==> src/bad_block_skip_translator_top_macros.svh <==
// ----------------------------------------------------------------------------
// Assertion macros for the bad block skip translator
// Concurrent checks sampled on clk and disabled while arst_n is low.
// ----------------------------------------------------------------------------
`ifndef BAD_BLOCK_SKIP_TRANSLATOR_TOP_MACROS_SVH
`define BAD_BLOCK_SKIP_TRANSLATOR_TOP_MACROS_SVH
`ifndef SYNTHESIS
// Property must hold at every clock edge outside reset.
`define BBST_ASSERT(lbl, prop, msg) \
	lbl: assert property (@(posedge clk) disable iff (!arst_n) (prop)) else $error(msg);
// Condition must never be seen outside reset.
`define BBST_NEVER(lbl, cond, msg) \
	lbl: assert property (@(posedge clk) disable iff (!arst_n) !(cond)) else $error(msg);
`else
`define BBST_ASSERT(lbl, prop, msg)
`define BBST_NEVER(lbl, cond, msg)
`endif
`endif

==> src/bbst_pkg.sv <==
`timescale 1ns / 1ps
// ----------------------------------------------------------------------------
// bbst_pkg
// Types and constants shared by the bad block skip translator modules.
// ----------------------------------------------------------------------------
package bbst_pkg;

	// Default table depth in erase blocks.
	localparam int DEF_MAX_BLOCKS = 4096;

	// Fixed field widths.
	localparam int CNT_W      = 13;
	localparam int SHIFT_W    = 5;
	localparam int SECTOR_W   = 32;
	localparam int ADDR_W     = 32;
	localparam int CFG_DATA_W = 13;
	localparam int CFG_IDX_W  = 2;

	// Sector size and erase shift limits.
	localparam int SECTOR_LOG2 = 9;
	localparam logic [SHIFT_W-1:0] SHIFT_MIN = 5'd9;
	localparam logic [SHIFT_W-1:0] SHIFT_MAX = 5'd20;

	// Register indexes and reset values.
	localparam logic [CFG_IDX_W-1:0] REG_ERASE_SHIFT  = 2'd0;
	localparam logic [CFG_IDX_W-1:0] REG_TOTAL_BLOCKS = 2'd1;
	localparam logic [SHIFT_W-1:0]   ERASE_SHIFT_RST  = 5'd17;
	localparam logic [CNT_W-1:0]     TOTAL_BLOCKS_RST = 13'd4096;

	// Operation codes.
	localparam logic [1:0] OP_LOAD  = 2'd0;
	localparam logic [1:0] OP_READ  = 2'd1;
	localparam logic [1:0] OP_WRITE = 2'd2;

	// Status codes.
	localparam logic [1:0] ST_OK        = 2'd0;
	localparam logic [1:0] ST_BEYOND    = 2'd1;
	localparam logic [1:0] ST_READ_ONLY = 2'd2;
	localparam logic [1:0] ST_LOAD_FULL = 2'd3;

	// Input request.
	typedef struct packed {
		logic [1:0]          op;
		logic                bad_flag;
		logic [SECTOR_W-1:0] sector;
	} req_t;

	// Result.
	typedef struct packed {
		logic [1:0]        status;
		logic [ADDR_W-1:0] flash_addr;
		logic [CNT_W-1:0]  good_count;
		logic [CNT_W-1:0]  bad_count;
	} rsp_t;

	// Request state handed from the lookup stage to the response stage.
	typedef struct packed {
		logic                valid;
		logic                map_ok;
		logic [1:0]          status;
		logic [SECTOR_W-1:0] sector;
		logic [SHIFT_W-1:0]  shift;
		logic [CNT_W-1:0]    good;
		logic [CNT_W-1:0]    bad;
	} stage_t;

endpackage

==> src/bbst_resp.sv <==
`timescale 1ns / 1ps
// ----------------------------------------------------------------------------
// bbst_resp
// Builds the flash byte address from the map entry and registers the result.
// ----------------------------------------------------------------------------
module bbst_resp import bbst_pkg::*; #(
	parameter int IDX_W = $clog2(DEF_MAX_BLOCKS)
) (
	input  logic             clk,
	input  logic             arst_n,
	input  stage_t           stage,
	input  logic [IDX_W-1:0] entry,
	output logic             done,
	output rsp_t             rsp
);

	logic [ADDR_W-1:0] base, offs, mask, byte_addr;
	logic              done_s2;
	rsp_t              rsp_s2;

	// Physical block shifted into place, ORed with the offset within the block.
	assign byte_addr = {stage.sector[ADDR_W-SECTOR_LOG2-1:0], {SECTOR_LOG2{1'b0}}};
	assign mask      = (ADDR_W'(1) << stage.shift) - 1'b1;
	assign offs      = byte_addr & mask;
	assign base      = ADDR_W'(entry) << stage.shift;

	always_ff @(posedge clk or negedge arst_n) begin
		if (!arst_n) begin
			done_s2 <= 1'b0;
		end else begin
			done_s2 <= stage.valid;
		end
	end

	// Result register.
	always_ff @(posedge clk) begin
		if (stage.valid) begin
			rsp_s2.status     <= stage.status;
			rsp_s2.flash_addr <= stage.map_ok ? (base | offs) : '0;
			rsp_s2.good_count <= stage.good;
			rsp_s2.bad_count  <= stage.bad;
		end
	end

	assign done = done_s2;
	assign rsp  = rsp_s2;

endmodule

==> config.mk <==
export PLATFORM = sky130hd
export DESIGN_NAME = bbst_resp
export DESIGN_NICKNAME = d
export VERILOG_FILES = /design/src/bad_block_skip_translator_top_macros.svh /design/src/bbst_pkg.sv /design/src/bbst_resp.sv
export SDC_FILE = /design/constraint.sdc
export NUM_CORES = 1
export LEC_CHECK = 0
export BUFFER_PORTS_ARGS = -buffer_cell sky130_fd_sc_hd__buf_2
export CORE_ASPECT_RATIO = 1.1
export CORE_UTILIZATION = 35
export CTS_BUF_LIST = sky130_fd_sc_hd__clkbuf_8
export DETAILED_ROUTE_END_ITERATION = 7
export REMOVE_ABC_BUFFERS = 1
export SYNTH_ARGS = -nofsm -noshare
export SYNTH_HDL_FRONTEND = slang
export SYNTH_SLANG_ARGS = --single-unit
==> constraint.sdc <==
create_clock -name clk -period 0.9 [get_ports clk]
set_input_delay 0 -clock clk [delete_from_list [all_inputs] [get_ports clk]]
set_output_delay 0 -clock clk [all_outputs]
set_load 0.01 [all_outputs]
==> flow_metrics.tcl <==
set metrics [dict create \
    fmax_mhz 824 \
    timing.hold.ws_ns 0.0216 \
    synth_cell_types 48 \
    start_util_pct 35.9 \
    cts.htree.levels 3 \
    dr_total_vias 3285 \
    core_um2 8830 \
    synthFlopType "edfxtp_1" \
    crit_arrival_ns 1.30 \
    startpoint_type "input pin" \
    synth-async-reset-ratio_pct 1.64 \
    synth_edf_count 60 \
    place_congestion 0.876 \
    drt_drc_violations_left 3 \
    power.density_nw_per_um2 1420 \
    n_fill_cell 734 \
    timing.final.ws_setup_ns -0.314 \
    rsz0062_at_grt "true" \
    ant_nets 0 \
    setup_viol 31 \
    slew_violations 0 \
    ios 142 \
    regArea_um2 1830 \
    period_minus_slack_ns 1.21 \
    post-route-util_pct 64.1 \
    grt_max_degree 42 \
    ys_seq_area_share_pct 57.7 \
    wl_per_cell_um 17.2 \
    drt-vias-per-instance 5.25 \
    max-slew-margin-rel_pct 75.1 \
    synth_common_cells "60 x edfxtp_1, 19 x mux2i_1, 19 x nand2_1, 19 x nor2_1" \
    drtPass1Iterations 8 \
    cts-root-buf "clkbuf_8" \
    row_count 36 \
    synth_top_cell_area_share_pct 56.9 \
    io_buffers 131 \
    tritoncts "yes" \
    final_nets 588 \
    hold_violations 0 \
    cts_sinks 61 \
    power.leakage_nw 2.39 \
    cap_viol_max_count 0 \
    die_h_um 102 \
    drt-total-wl_mm 10.8 \
    synth_area_leaders "edfxtp_1 57%, mux2i_1 6.0%, mux4_2 4.3%, o221ai_1 3.0%, nand2_1 2.3%" \
    synth_most_common_cell "edfxtp_1" \
    cp_max_fo 5 \
    synth-seq-cells 61 \
    finalSetupTns_ns -6.38 \
    syn-cell-area_um2 3170 \
    antenna_found_initial 0 \
    syn_area_per_cell_um2 12.3 \
    crit_type "in -> reg" \
    path_clk_slew_ns 0.07 \
    period_share_pct 135 \
    diodes 0 \
    ys.warnings.count 0 \
    ir_worst_vdd_v 0.000653 \
    cp.required_ns 0.98 \
    drive_above_1_share_pct 59.0 \
    hp-class "in -> reg" \
    netlist_instances 257 \
    dr.first_iter.drc_count 172 \
    overflow 0 \
    grt_usage_pct 21.7 \
    die_w_um 92.7 \
    first_global_vias 3098 \
    yosys.area.top_type "edfxtp_1" \
    dieArea_um2 9430 \
    status "complete, but fails checks" \
    critPathCaptureType "flip-flop" \
    violations "DRC, setup timing" \
    area_delta_synth_final_pct 78.8 \
    dp_hpwl_mm 7.35 \
    cts_made_buffers 9 \
    tightestPinTransition_ns 0.373 \
    grt_pass1_wl_mm 15.5 \
    multi_input_area_um2 1540 \
    clock_path_buffers 2 \
]
## registers in the layout, indices dropped and copies added, names as in the netlist
register and count:
rsp 60, done 1
## repair_timing
item / 4_1_cts / 5_1_grt
endpoints found under the hold margin: 31 / 0
setup buffers: 8 / 15
setup endpoints to repair: 32 / 35
resized for setup: 47 / 57
hold buffers: 32 / 0
cloned: 0 / 2
pin swaps: 12 / 20
## layer usage
layer / vias to the layer above / GRT usage [%] / share of wire, %
met2: 141 / 38.4 / 53
li1: 1539 / - / -
met5: - / 0 / 0
met1: 1586 / 25.8 / 39
met3: 19 / 4.73 / 5.9
met4: 0 / 8.40 / 2.2
## metrics by stage
step                instances  power [mW]  cell area (um^2)  worst slack [ns]
global placement          553        5.01              4430            -0.760
global route              626        8.35              5660            -0.330
detailed placement        553        5.03              4430            -0.774
CTS                       609        7.82              5230            -0.264
floorplan                 237        4.06              3070            -0.547
finish                    626        8.03              5660            -0.314
## cells in the final DEF (no fill, tap or decap), types with 3 or more instances in the layout
master / Yosys / layout
buf_2: 8 / 123
buf_4: 0 / 74
edfxtp_1: 60 / 60
dlygate4sd3_1: 0 / 32
buf_6: 1 / 22
nand2_1: 19 / 18
nor2_1: 19 / 13
mux2i_1: 19 / 10
inv_1: 9 / 9
clkbuf_8: 0 / 9
o211ai_1: 7 / 7
o221ai_1: 11 / 6
mux4_2: 6 / 6
nand3_1: 7 / 6
mux2i_4: 0 / 5
nand4_1: 5 / 5
o221ai_2: 0 / 5
mux2i_2: 0 / 4
nor2_2: 0 / 4
a21oi_1: 9 / 4
clkinv_1: 1 / 3
a21oi_2: 0 / 3
a211oi_1: 4 / 3
o22ai_1: 3 / 3
o31ai_1: 3 / 3
a31oi_1: 4 / 3
o21ai_0: 5 / 3
buf_12: 0 / 3
## report_power, final
part           switching (mW)  leakage [nW]  internal [mW]
clock                    1.00         0.109           1.52
sequential             0.0537         0.592           3.38
combinational            1.01          1.69           1.07
total                    2.07          2.39           5.97
## cells by family after synthesis
group / count (synthesis) / synth area share [%]
AOI/OAI and AO/OA: 70 / 16.2
and+or+nand+nor: 67 / 10.4
buffers and inverters: 31 / 4.23
DFF: 61 / 57.7
muxes: 28 / 11.5
## critical path, stage by stage
cell	delay, ns
buf_12	0.10
mux4_2	0.50
mux2_4	0.29
and3_4	0.17
o31a_1	0.23
## final timing paths
| path | slack (ns) | to | depth (start not counted) | startpoint |
|---|---|---|---|---|
| max | -0.31 | rsp[44] | 5 | stage[27] |
| max in group asynchronous | 0.28 | done | 3 | arst_n |
| min | 0.02 | rsp[35] | 3 | stage[31] |
| min in group asynchronous | 0.51 | done | 3 | arst_n |
## cell type report
type	instances	share of cell area (%)
Timing Repair Buffer	259	33.7
Sequential cell	61	32.3
Multi-Input combinational cell	165	27.2
Tap cell	114	2.52
Clock buffer	9	2.19
Clock inverter	7	1.44
Inverter	11	0.729
Note: power is estimated with default switching activity, not from simulation.
