File: src/bad_block_skip_translator_top_macros.svh
// ----------------------------------------------------------------------------
// Assertion macros for the bad block skip translator
// Concurrent checks sampled on clk and disabled while arst_n is low.
// ----------------------------------------------------------------------------
`ifndef BAD_BLOCK_SKIP_TRANSLATOR_TOP_MACROS_SVH
`define BAD_BLOCK_SKIP_TRANSLATOR_TOP_MACROS_SVH
`ifndef SYNTHESIS
// Property must hold at every clock edge outside reset.
`define BBST_ASSERT(lbl, prop, msg) \
	lbl: assert property (@(posedge clk) disable iff (!arst_n) (prop)) else $error(msg);
// Condition must never be seen outside reset.
`define BBST_NEVER(lbl, cond, msg) \
	lbl: assert property (@(posedge clk) disable iff (!arst_n) !(cond)) else $error(msg);
`else
`define BBST_ASSERT(lbl, prop, msg)
`define BBST_NEVER(lbl, cond, msg)
`endif
`endif

File: src/bbst_pkg.sv
`timescale 1ns / 1ps
// ----------------------------------------------------------------------------
// bbst_pkg
// Types and constants shared by the bad block skip translator modules.
// ----------------------------------------------------------------------------
package bbst_pkg;

	// Default table depth in erase blocks.
	localparam int DEF_MAX_BLOCKS = 4096;

	// Fixed field widths.
	localparam int CNT_W      = 13;
	localparam int SHIFT_W    = 5;
	localparam int SECTOR_W   = 32;
	localparam int ADDR_W     = 32;
	localparam int CFG_DATA_W = 13;
	localparam int CFG_IDX_W  = 2;

	// Sector size and erase shift limits.
	localparam int SECTOR_LOG2 = 9;
	localparam logic [SHIFT_W-1:0] SHIFT_MIN = 5'd9;
	localparam logic [SHIFT_W-1:0] SHIFT_MAX = 5'd20;

	// Register indexes and reset values.
	localparam logic [CFG_IDX_W-1:0] REG_ERASE_SHIFT  = 2'd0;
	localparam logic [CFG_IDX_W-1:0] REG_TOTAL_BLOCKS = 2'd1;
	localparam logic [SHIFT_W-1:0]   ERASE_SHIFT_RST  = 5'd17;
	localparam logic [CNT_W-1:0]     TOTAL_BLOCKS_RST = 13'd4096;

	// Operation codes.
	localparam logic [1:0] OP_LOAD  = 2'd0;
	localparam logic [1:0] OP_READ  = 2'd1;
	localparam logic [1:0] OP_WRITE = 2'd2;

	// Status codes.
	localparam logic [1:0] ST_OK        = 2'd0;
	localparam logic [1:0] ST_BEYOND    = 2'd1;
	localparam logic [1:0] ST_READ_ONLY = 2'd2;
	localparam logic [1:0] ST_LOAD_FULL = 2'd3;

	// Input request.
	typedef struct packed {
		logic [1:0]          op;
		logic                bad_flag;
		logic [SECTOR_W-1:0] sector;
	} req_t;

	// Result.
	typedef struct packed {
		logic [1:0]        status;
		logic [ADDR_W-1:0] flash_addr;
		logic [CNT_W-1:0]  good_count;
		logic [CNT_W-1:0]  bad_count;
	} rsp_t;

	// Request state handed from the lookup stage to the response stage.
	typedef struct packed {
		logic                valid;
		logic                map_ok;
		logic [1:0]          status;
		logic [SECTOR_W-1:0] sector;
		logic [SHIFT_W-1:0]  shift;
		logic [CNT_W-1:0]    good;
		logic [CNT_W-1:0]    bad;
	} stage_t;

endpackage

File: src/bbst_ctrl.sv
`timescale 1ns / 1ps
// ----------------------------------------------------------------------------
// bbst_ctrl
// Request decode, block counters, map write on load and map read on translate.
// ----------------------------------------------------------------------------
`include "bad_block_skip_translator_top_macros.svh"
module bbst_ctrl import bbst_pkg::*; #(
	parameter int MAX_BLOCKS = DEF_MAX_BLOCKS,
	parameter int IDX_W      = $clog2(MAX_BLOCKS)
) (
	input  logic               clk,
	input  logic               arst_n,
	input  logic               accept,
	input  req_t               req,
	input  logic [SHIFT_W-1:0] erase_shift,
	input  logic [CNT_W-1:0]   total_blocks,
	output logic               tbl_we,
	output logic [IDX_W-1:0]   tbl_waddr,
	output logic [IDX_W-1:0]   tbl_wdata,
	output logic               tbl_re,
	output logic [IDX_W-1:0]   tbl_raddr,
	output stage_t             stage
);

	logic [CNT_W-1:0]    good_q, bad_q, phys_q;
	logic [CNT_W-1:0]    good_d, bad_d, phys_d;
	logic [SHIFT_W-1:0]  shift;
	logic [SHIFT_W-1:0]  blk_shift;
	logic [SECTOR_W-1:0] blk;
	logic [31:0]         good_ext, phys_ext;
	logic                full, beyond, is_load, is_read;
	logic [1:0]          status;
	stage_t              stage_s1;

	// Erase shift clamped to the supported range.
	always_comb begin
		if (erase_shift < SHIFT_MIN) begin
			shift = SHIFT_MIN;
		end else if (erase_shift > SHIFT_MAX) begin
			shift = SHIFT_MAX;
		end else begin
			shift = erase_shift;
		end
	end

	assign good_ext = 32'(good_q);
	assign phys_ext = 32'(phys_q);
	assign is_load  = (req.op == OP_LOAD);
	assign is_read  = (req.op == OP_READ);

	// A load is refused once the physical position reaches the clamped total.
	assign full = (phys_q >= total_blocks) || (phys_ext >= 32'(MAX_BLOCKS));

	// Logical block of the sector, and its range check.
	assign blk_shift = shift - SHIFT_MIN;
	assign blk       = req.sector >> blk_shift;
	assign beyond    = (blk >= good_ext) || (blk >= 32'(MAX_BLOCKS));

	// Status and counter updates.
	always_comb begin
		good_d = good_q;
		bad_d  = bad_q;
		phys_d = phys_q;
		case (req.op)
			OP_LOAD: begin
				status = full ? ST_LOAD_FULL : ST_OK;
				if (!full) begin
					phys_d = phys_q + 1'b1;
					if (req.bad_flag) begin
						bad_d = bad_q + 1'b1;
					end else begin
						good_d = good_q + 1'b1;
					end
				end
			end
			OP_READ: begin
				status = beyond ? ST_BEYOND : ST_OK;
			end
			default: begin
				status = ST_READ_ONLY;
			end
		endcase
	end

	// Map port requests.
	assign tbl_we    = accept && is_load && !full && !req.bad_flag &&
	                   (good_ext < 32'(MAX_BLOCKS));
	assign tbl_waddr = good_ext[IDX_W-1:0];
	assign tbl_wdata = phys_ext[IDX_W-1:0];
	assign tbl_re    = accept && is_read && !beyond;
	assign tbl_raddr = blk[IDX_W-1:0];

	// Counters.
	always_ff @(posedge clk or negedge arst_n) begin
		if (!arst_n) begin
			good_q <= '0;
			bad_q  <= '0;
			phys_q <= '0;
		end else if (accept) begin
			good_q <= good_d;
			bad_q  <= bad_d;
			phys_q <= phys_d;
		end
	end

	// Stage register towards the response stage.
	always_ff @(posedge clk or negedge arst_n) begin
		if (!arst_n) begin
			stage_s1 <= '0;
		end else begin
			stage_s1.valid <= accept;
			if (accept) begin
				stage_s1.map_ok <= is_read && !beyond;
				stage_s1.status <= status;
				stage_s1.sector <= req.sector;
				stage_s1.shift  <= shift;
				stage_s1.good   <= good_d;
				stage_s1.bad    <= bad_d;
			end
		end
	end

	assign stage = stage_s1;

	// Every accepted load counts as either good or bad.
	`BBST_ASSERT(a_count_sum, (14'(good_q) + 14'(bad_q)) == 14'(phys_q), "good plus bad differs from position")
	// A load that is taken advances the position by one.
	`BBST_ASSERT(a_load_step, (accept && is_load && !full) |=> (phys_q == $past(phys_q) + 1'b1), "load did not advance position")
	// The map is never read and written in the same cycle.
	`BBST_NEVER(a_port_clash, tbl_we && tbl_re, "map read and write together")

endmodule

File: config.mk
export PLATFORM = sky130hd
export DESIGN_NAME = bbst_ctrl
export DESIGN_NICKNAME = d
export VERILOG_FILES = /design/src/bbst_pkg.sv /design/src/bbst_ctrl.sv
export VERILOG_INCLUDE_DIRS = /design/src /design/src/src
export SDC_FILE = /design/constraint.sdc
export NUM_CORES = 1
export LEC_CHECK = 0
export ABC_AREA = 1
export BUFFER_PORTS_ARGS = -buffer_cell sky130_fd_sc_hd__buf_2
export CAP_MARGIN = 20
export CORE_ASPECT_RATIO = 1.4
export CORE_MARGIN = 2
export CORE_UTILIZATION = 50
export CTS_CLUSTER_SIZE = 40
export DETAILED_ROUTE_END_ITERATION = 7
export PLACE_DENSITY = 0.76
export SLEW_MARGIN = 20
export SYNTH_ARGS = -nofsm -noshare
export SYNTH_HDL_FRONTEND = slang
export SYNTH_SLANG_ARGS = --single-unit
File: constraint.sdc
create_clock -name clk -period 5.75 [get_ports clk]
set_clock_uncertainty 0.05 [all_clocks]
set_input_delay 0.2875 -clock clk [delete_from_list [all_inputs] [get_ports clk]]
set_output_delay 0.2875 -clock clk [all_outputs]
set_load 0.01 [all_outputs]
==> impl_metrics.env, run 1 <==
export IMPL_crit_path_end_kind="primary output"
export IMPL_syn_num_nets=946
export IMPL_cts_sink_count=80
export IMPL_status="completed"
export IMPL_fill_cells=1148
export IMPL_wl_mm=16.74
export IMPL_synth_area_um2=6000
export IMPL_finalPower_uw=2218
export IMPL_clk_pin_slew_ps=60
export IMPL_yosysUniqueCellTypes=40
export IMPL_worst_path_max_fanout=37
export IMPL_timing_setup_tns_ps=0
export IMPL_post_route_period_util_pct=87.34
export IMPL_vias=6050
export IMPL_finalCriticalPeriod_ps=5022
export IMPL_grt_max_degree=62
export IMPL_port_buffers=160
export IMPL_area_growth_syn_to_layout_pct=17.04
export IMPL_detail_route_antenna_nets=0
export IMPL_fp_dieW_um=96.58
export IMPL_drive_gt1_share_pct=20.63
export IMPL_die_h_um=133.6
export IMPL_grt_first_pass_wirelength_mm=26.34
export IMPL_gp_congestion=0.9543
export IMPL_slew_viol_final=0
export IMPL_insertion_delay_ps=330
export IMPL_hpwl_mm=13.04
export IMPL_die_area_um2=12900
export IMPL_setup_worst_path_class="input pin to primary output"
export IMPL_syn_instance_count=860
export IMPL_ys_warnings_count=0
export IMPL_setup_viol=0
export IMPL_seq_area_um2=2002
export IMPL_grt_overflow=0
export IMPL_ys_flop_type="dfrtp_1"
export IMPL_first_pass_iters=6
export IMPL_wire_per_inst_um=14.80
export IMPL_globalRouteTotalUtil_pct=26.19
export IMPL_grt_setup_unrepaired="false"
export IMPL_first_iter_violations=409
export IMPL_cts_tree="yes"
export IMPL_layout_common_cells="251 x nand2_1, 159 x buf_2, 137 x nand3_1, 80 x inv_1, 80 x dfrtp_1"
export IMPL_ir_drop_v=0.0001383
export IMPL_max_freq_mhz=199.1
export IMPL_relSlewSlack_pct=44.71
export IMPL_cts_made_buffers=9
export IMPL_crit_path_start_kind="input pin"
export IMPL_worstHoldPathType="input pin to flop"
export IMPL_worst_slew_pin_slew_ps=828.4
export IMPL_synth_area_per_cell_um2=6.976
export IMPL_core_rowCount=47
export IMPL_start_util_pct=51.01
export IMPL_antenna_found_initial=0
export IMPL_nNetsFinal=1065
export IMPL_synth_edf_count=0
export IMPL_cts_root_buf="clkbuf_16"
export IMPL_p_per_area_nw_per_um2=315.8
export IMPL_final_common_cell="nand2_1"
export IMPL_cp_arrival_ps=4680
export IMPL_hold_violations=0
export IMPL_synth_yosys_seq_area_share_pct=33.37
export IMPL_clockBufferDepth=2
export IMPL_power_leakage_uw=0.003864
export IMPL_h_tree_depth=3
export IMPL_ys_top_cells_by_area="dfrtp_1 33%, nand2_1 16%, nand3_1 11%"
export IMPL_required_ps=5410
export IMPL_drt_vias_per_instance=5.349
export IMPL_coreArea_um2=11760
export IMPL_synth_largest_area_cell="dfrtp_1"
export IMPL_drcViolationCount=0
export IMPL_antenna_cells=0
export IMPL_drv_cap=0
export IMPL_io_pin_count=161
export IMPL_netlist_area_leader_share_pct=33.37
export IMPL_multiInputGateArea_um2=3339
export IMPL_ys_ff_latch=80
export IMPL_grt_pass1_vias=5607
export IMPL_async_flop_share_pct=100.0
==> metrics by stage <==
step	hold WS, ps	util [%]	worst slack, ps	std cells	cell area, um^2
floorplan	-58.09	-	1230	860	6000
global placement	133.0	56.94	850.3	1114	6696
detailed placement	133.3	56.94	768.8	1114	6696
CTS	129.7	59.70	765.0	1131	7022
global route	149.6	59.70	327.8	1131	7022
finish	142.8	59.70	727.8	1131	7022
==> critical path, stage by stage <==
cell and delay [ps]:
buf_2 200, inv_2 80, a21oi_2 160, nand2_4 160, nand2_4 320, ha_1 220
inv_1 80, nor3_2 610, inv_1 490, o21ai_1 230, a2bb2oi_1 240, ha_1 300
a21oi_1 120, o21ai_0 90, nor3_1 210, o211ai_1 120, a21oi_1 150, nand3_1 90
nor2_1 90, nand2_1 150, nor2_1 140, buf_2 140
==> Yosys cell counts (2+ instances only) <==
cell,number
a21oi_1,23
a31o_2,2
a31oi_1,3
buf_1,5
buf_2,7
buf_4,27
buf_6,3
clkbuf_1,19
dfrtp_1,80
ha_1,30
inv_1,80
inv_2,2
nand2_1,251
nand2_2,2
nand2_4,5
nand3_1,137
nand3b_1,2
nand4_1,8
nor2_1,34
nor3_1,18
nor4_1,3
o211ai_1,5
o21ai_0,49
o21ai_1,15
o21ai_2,2
xnor2_1,3
xor2_1,32
==> routing by layer <==
layer / vias up / share of wire [%] / track usage, %
met5: - / 0 / 0
met4: 0 / 4.9 / 14.71
met3: 51 / 5.0 / 3.337
met2: 194 / 52 / 45.87
met1: 2767 / 38 / 29.94
li1: 3038 / - / -
==> power breakdown <==
part | leakage (uW) | internal (uW) | total [uW] | switching, uW
clock network | 0.000148 | 362 | 598 | 235
logic | 0.00275 | 328 | 886 | 558
registers | 0.000969 | 648 | 734 | 85.8
total | 0.00386 | 1340 | 2220 | 879
==> state kept, by name, summed over array words and instances, names as in the netlist <==
name and flops:
stage 67, phys_q 13
==> cell type report <==
type / count / share of cell area [%]
tap: 147 / 2.619
timing repair buffer: 169 / 12.44
multi-input combinational: 637 / 47.56
sequential: 80 / 28.51
clock inverter: 5 / 0.8909
clock buffer: 11 / 3.599
inverter: 82 / 4.383
==> timing repair <==
action                    CTS  global route
resized for setup           0             0
hold endpoints to repair   19             0
buffers inserted            0             0
hold buffers                1             0
==> cell families (layout without fill, tap and decap cells) <==
family                   after synthesis  after routing  synth area share, %
adder cells (fa/ha/maj)               31             31                6.444
AND/OR/NAND/NOR                      464            464                33.79
flip-flops                            80             80                33.37
buffers and inverters                143            267                11.16
AO/OA/AOI/OAI                        106            106                9.865
XOR/XNOR                              36             36                5.381
==> path summary, 6_finish.rpt <==
| check | from | endpoint | slack [ps] | cells after the start |
|---|---|---|---|---|
| worst min register to register | stage[33] | stage[33] | 420 | 2 |
| worst min-delay path | req[0] | stage[31] | 140 | 3 |
| worst max register to register | phys_q[4] | stage[24] | 2880 | 12 |
| max in group asynchronous | arst_n | stage[43] | 4290 | 3 |
| worst max-delay path | erase_shift[4] | tbl_re | 730 | 22 |
| min in group asynchronous | arst_n | stage[9] | 310 | 2 |
No activity file was read; power rests on OpenSTA's default activity.
==> inputs of run 2 (changes only) <==
- CTS_BUF_LIST: unset -> sky130_fd_sc_hd__clkbuf_2
- PLACE_DENSITY: 0.76 -> unset
- PLACE_DENSITY_LB_ADDON: unset -> 0.3
==> run 2 against run 1 <==
  * Register-to-register slack got worse by 60 ps
  * First-iteration DRC count increased by 17%
  * Critical path depth increased by 10
  * Largest cell class unchanged
  * Sequential power about the same
  * Worst setup slack got worse by 310 ps
  * Flip-flop and latch count unchanged
  * Clock-buffer cell count decreased by 2
  * Via count increased by 3.8%
  * Wire length increased by 6.2%
  * Design area increased by 3.7%
  * Critical path type unchanged
  * Hold slack got worse by 87 ps
==> impl_metrics.env, run 2 (synthesized netlist as in run 1, its figures left out) <==
export IMPL_status="completed"
export IMPL_die_area_um2=12900
export IMPL_hpwl_mm=13.17
export IMPL_first_iter_violations=480
export IMPL_grt_setup_unrepaired="false"
export IMPL_setup_viol=0
export IMPL_start_util_pct=51.01
export IMPL_fin_area_um2=7281
export IMPL_crit_top_cell="nand2_1"
export IMPL_clk_pin_slew_ps=230
export IMPL_worst_slew_pin_slew_ps=913.1
export IMPL_whs_path_depth=3
export IMPL_cts_root_buf="clkbuf_2"
export IMPL_antenna_found_initial=1
export IMPL_drv_cap=0
export IMPL_setup_worst_path_class="input pin to primary output"
export IMPL_drt_vias_per_instance=5.353
export IMPL_grt_first_pass_wirelength_mm=27.88
export IMPL_grt_max_degree=72
export IMPL_placed_area_um2=6704
export IMPL_area_growth_syn_to_layout_pct=21.36
export IMPL_p_int_uw=1103
export IMPL_layout_common_cells="251 x nand2_1, 159 x buf_2, 137 x nand3_1, 80 x dfrtp_1, 79 x inv_1"
export IMPL_cts_tree="yes"
export IMPL_timing_setup_tns_ps=0
export IMPL_power_switching_share_pct=44.22
export IMPL_clockBufferDepth=2
export IMPL_max_freq_mhz=187.5
export IMPL_cp_slowest_stage_delay_ps=530
export IMPL_wl_mm=17.78
export IMPL_cts_made_buffers=9
export IMPL_first_pass_iters=6
export IMPL_pwr_share_seq_pct=37.1
export IMPL_drcViolationCount=0
export IMPL_gp_congestion=0.9491
export IMPL_fp_dieW_um=96.58
export IMPL_insertion_delay_ps=550
export IMPL_placed_cells=1115
export IMPL_die_h_um=133.6
export IMPL_cp_arrival_ps=5000
export IMPL_final_cells=1173
export IMPL_slew_viol_final=0
export IMPL_vias=6279
export IMPL_wire_per_inst_um=15.16
export IMPL_relSlewSlack_pct=39.12
export IMPL_ff2ff_path_depth=12
export IMPL_globalRouteTotalUtil_pct=27.77
export IMPL_nNetsFinal=1106
export IMPL_detail_route_antenna_nets=0
export IMPL_worst_path_max_fanout=37
export IMPL_comb_power_share_pct=47.0
export IMPL_final_common_cell="nand2_1"
export IMPL_drive_gt1_share_pct=20.20
export IMPL_worstHoldPathType="input pin to flop"
export IMPL_cts_sink_count=80
export IMPL_crit_path_end_kind="primary output"
export IMPL_h_tree_depth=3
export IMPL_port_buffers=160
export IMPL_ir_drop_v=0.0001067
export IMPL_p_clk_share_pct=15.8
export IMPL_grt_pass1_vias=5894
export IMPL_io_pin_count=161
export IMPL_cp_slowest_cell="dlygate4sd3_1"
export IMPL_power_leakage_uw=0.003955
export IMPL_crit_path_start_kind="input pin"
export IMPL_required_ps=5410
export IMPL_core_rowCount=47
export IMPL_hold_violations=0
export IMPL_p_per_area_nw_per_um2=271.6
export IMPL_coreArea_um2=11760
export IMPL_netSwitchingPower_uw=874.4
export IMPL_largest_reg_flops=67
export IMPL_finalCriticalPeriod_ps=5333
export IMPL_grt_overflow=0
export IMPL_post_route_period_util_pct=92.74
run 2: changes by cell type in the layout (fill, tap and decap cells not counted), sizes merged:
cell,delta
clkinvlp,+2
clkinv,+2
diode,+1
inv,-1
dlygate4sd3,+37
buf,+3
clkbuf,-2
run 2: worst paths after layout:
check	startpoint	endpoint	slack, ps
setup / recovery	erase_shift[1]	tbl_re	420
hold / removal	req[28]	stage[59]	60
setup reg to reg	phys_q[4]	stage[24]	2820
hold reg to reg	stage[9]	stage[9]	450
max in group asynchronous	arst_n	stage[18]	4580
min in group asynchronous	arst_n	stage[51]	400
run 2: layout make-up:
cell class                      count  area [um^2]
Clock buffer                        9        45.04
Sequential cell                    80         2002
Clock inverter                      7        70.07
Timing Repair Buffer              209         1286
Timing Repair inverter              1        7.507
Inverter                           82        311.5
Antenna cell                        1        2.502
Tap cell                          147        183.9
Fill cell                        1124         4481
Multi-Input combinational cell    637         3372
run 2: repair_timing:
| item | in CTS | in global routing |
|---|---|---|
| resized for setup | 0 | 11 |
| hold endpoints to repair | 67 | 0 |
| hold buffers | 38 | 0 |
| buffers inserted | 0 | 2 |
| setup endpoints to repair | 0 | 1 |
run 2: critical path, delay by kind of cell:
kind	cells	cell delay (ps)
simple gates	17	1930
xor+xnor	1	220
buf+inv	8	1560
fa+ha+maj	2	520
compound gates	4	440
run 2: per-stage QoR:
| step | setup slack (ps) | utilization, % | power [uW] | hold WS (ps) |
|---|---|---|---|---|
| 2_1_floorplan | 1230 | - | 1371 | -58.09 |
| 3_5_place_dp | 736.3 | 57.00 | 1630 | 69.99 |
| 5_1_grt | 12.21 | 61.90 | 2149 | 17.02 |
| 6_report | 417.4 | 61.90 | 1977 | 56.21 |
| 4_1_cts | 212.8 | 61.21 | 1962 | 9.201 |
| 3_3_place_gp | 847.7 | 57.00 | 1616 | 66.79 |
run 2: layer usage:
metal / GRT usage, % / part of all wire [%]
met1: 31.10 / 39
met2: 50.27 / 52
met4: 13.22 / 4.5
met3: 3.846 / 4.5
met5: 0 / 0
run 2: power by group through the flow:
stage,registers (uW),clock network [uW],logic (uW)
2_1_floorplan,763,0,608
3_3_place_gp,742,0,873
3_5_place_dp,744,0,886
4_1_cts,734,319,908
5_1_grt,749,350,1050
6_report,734,313,930
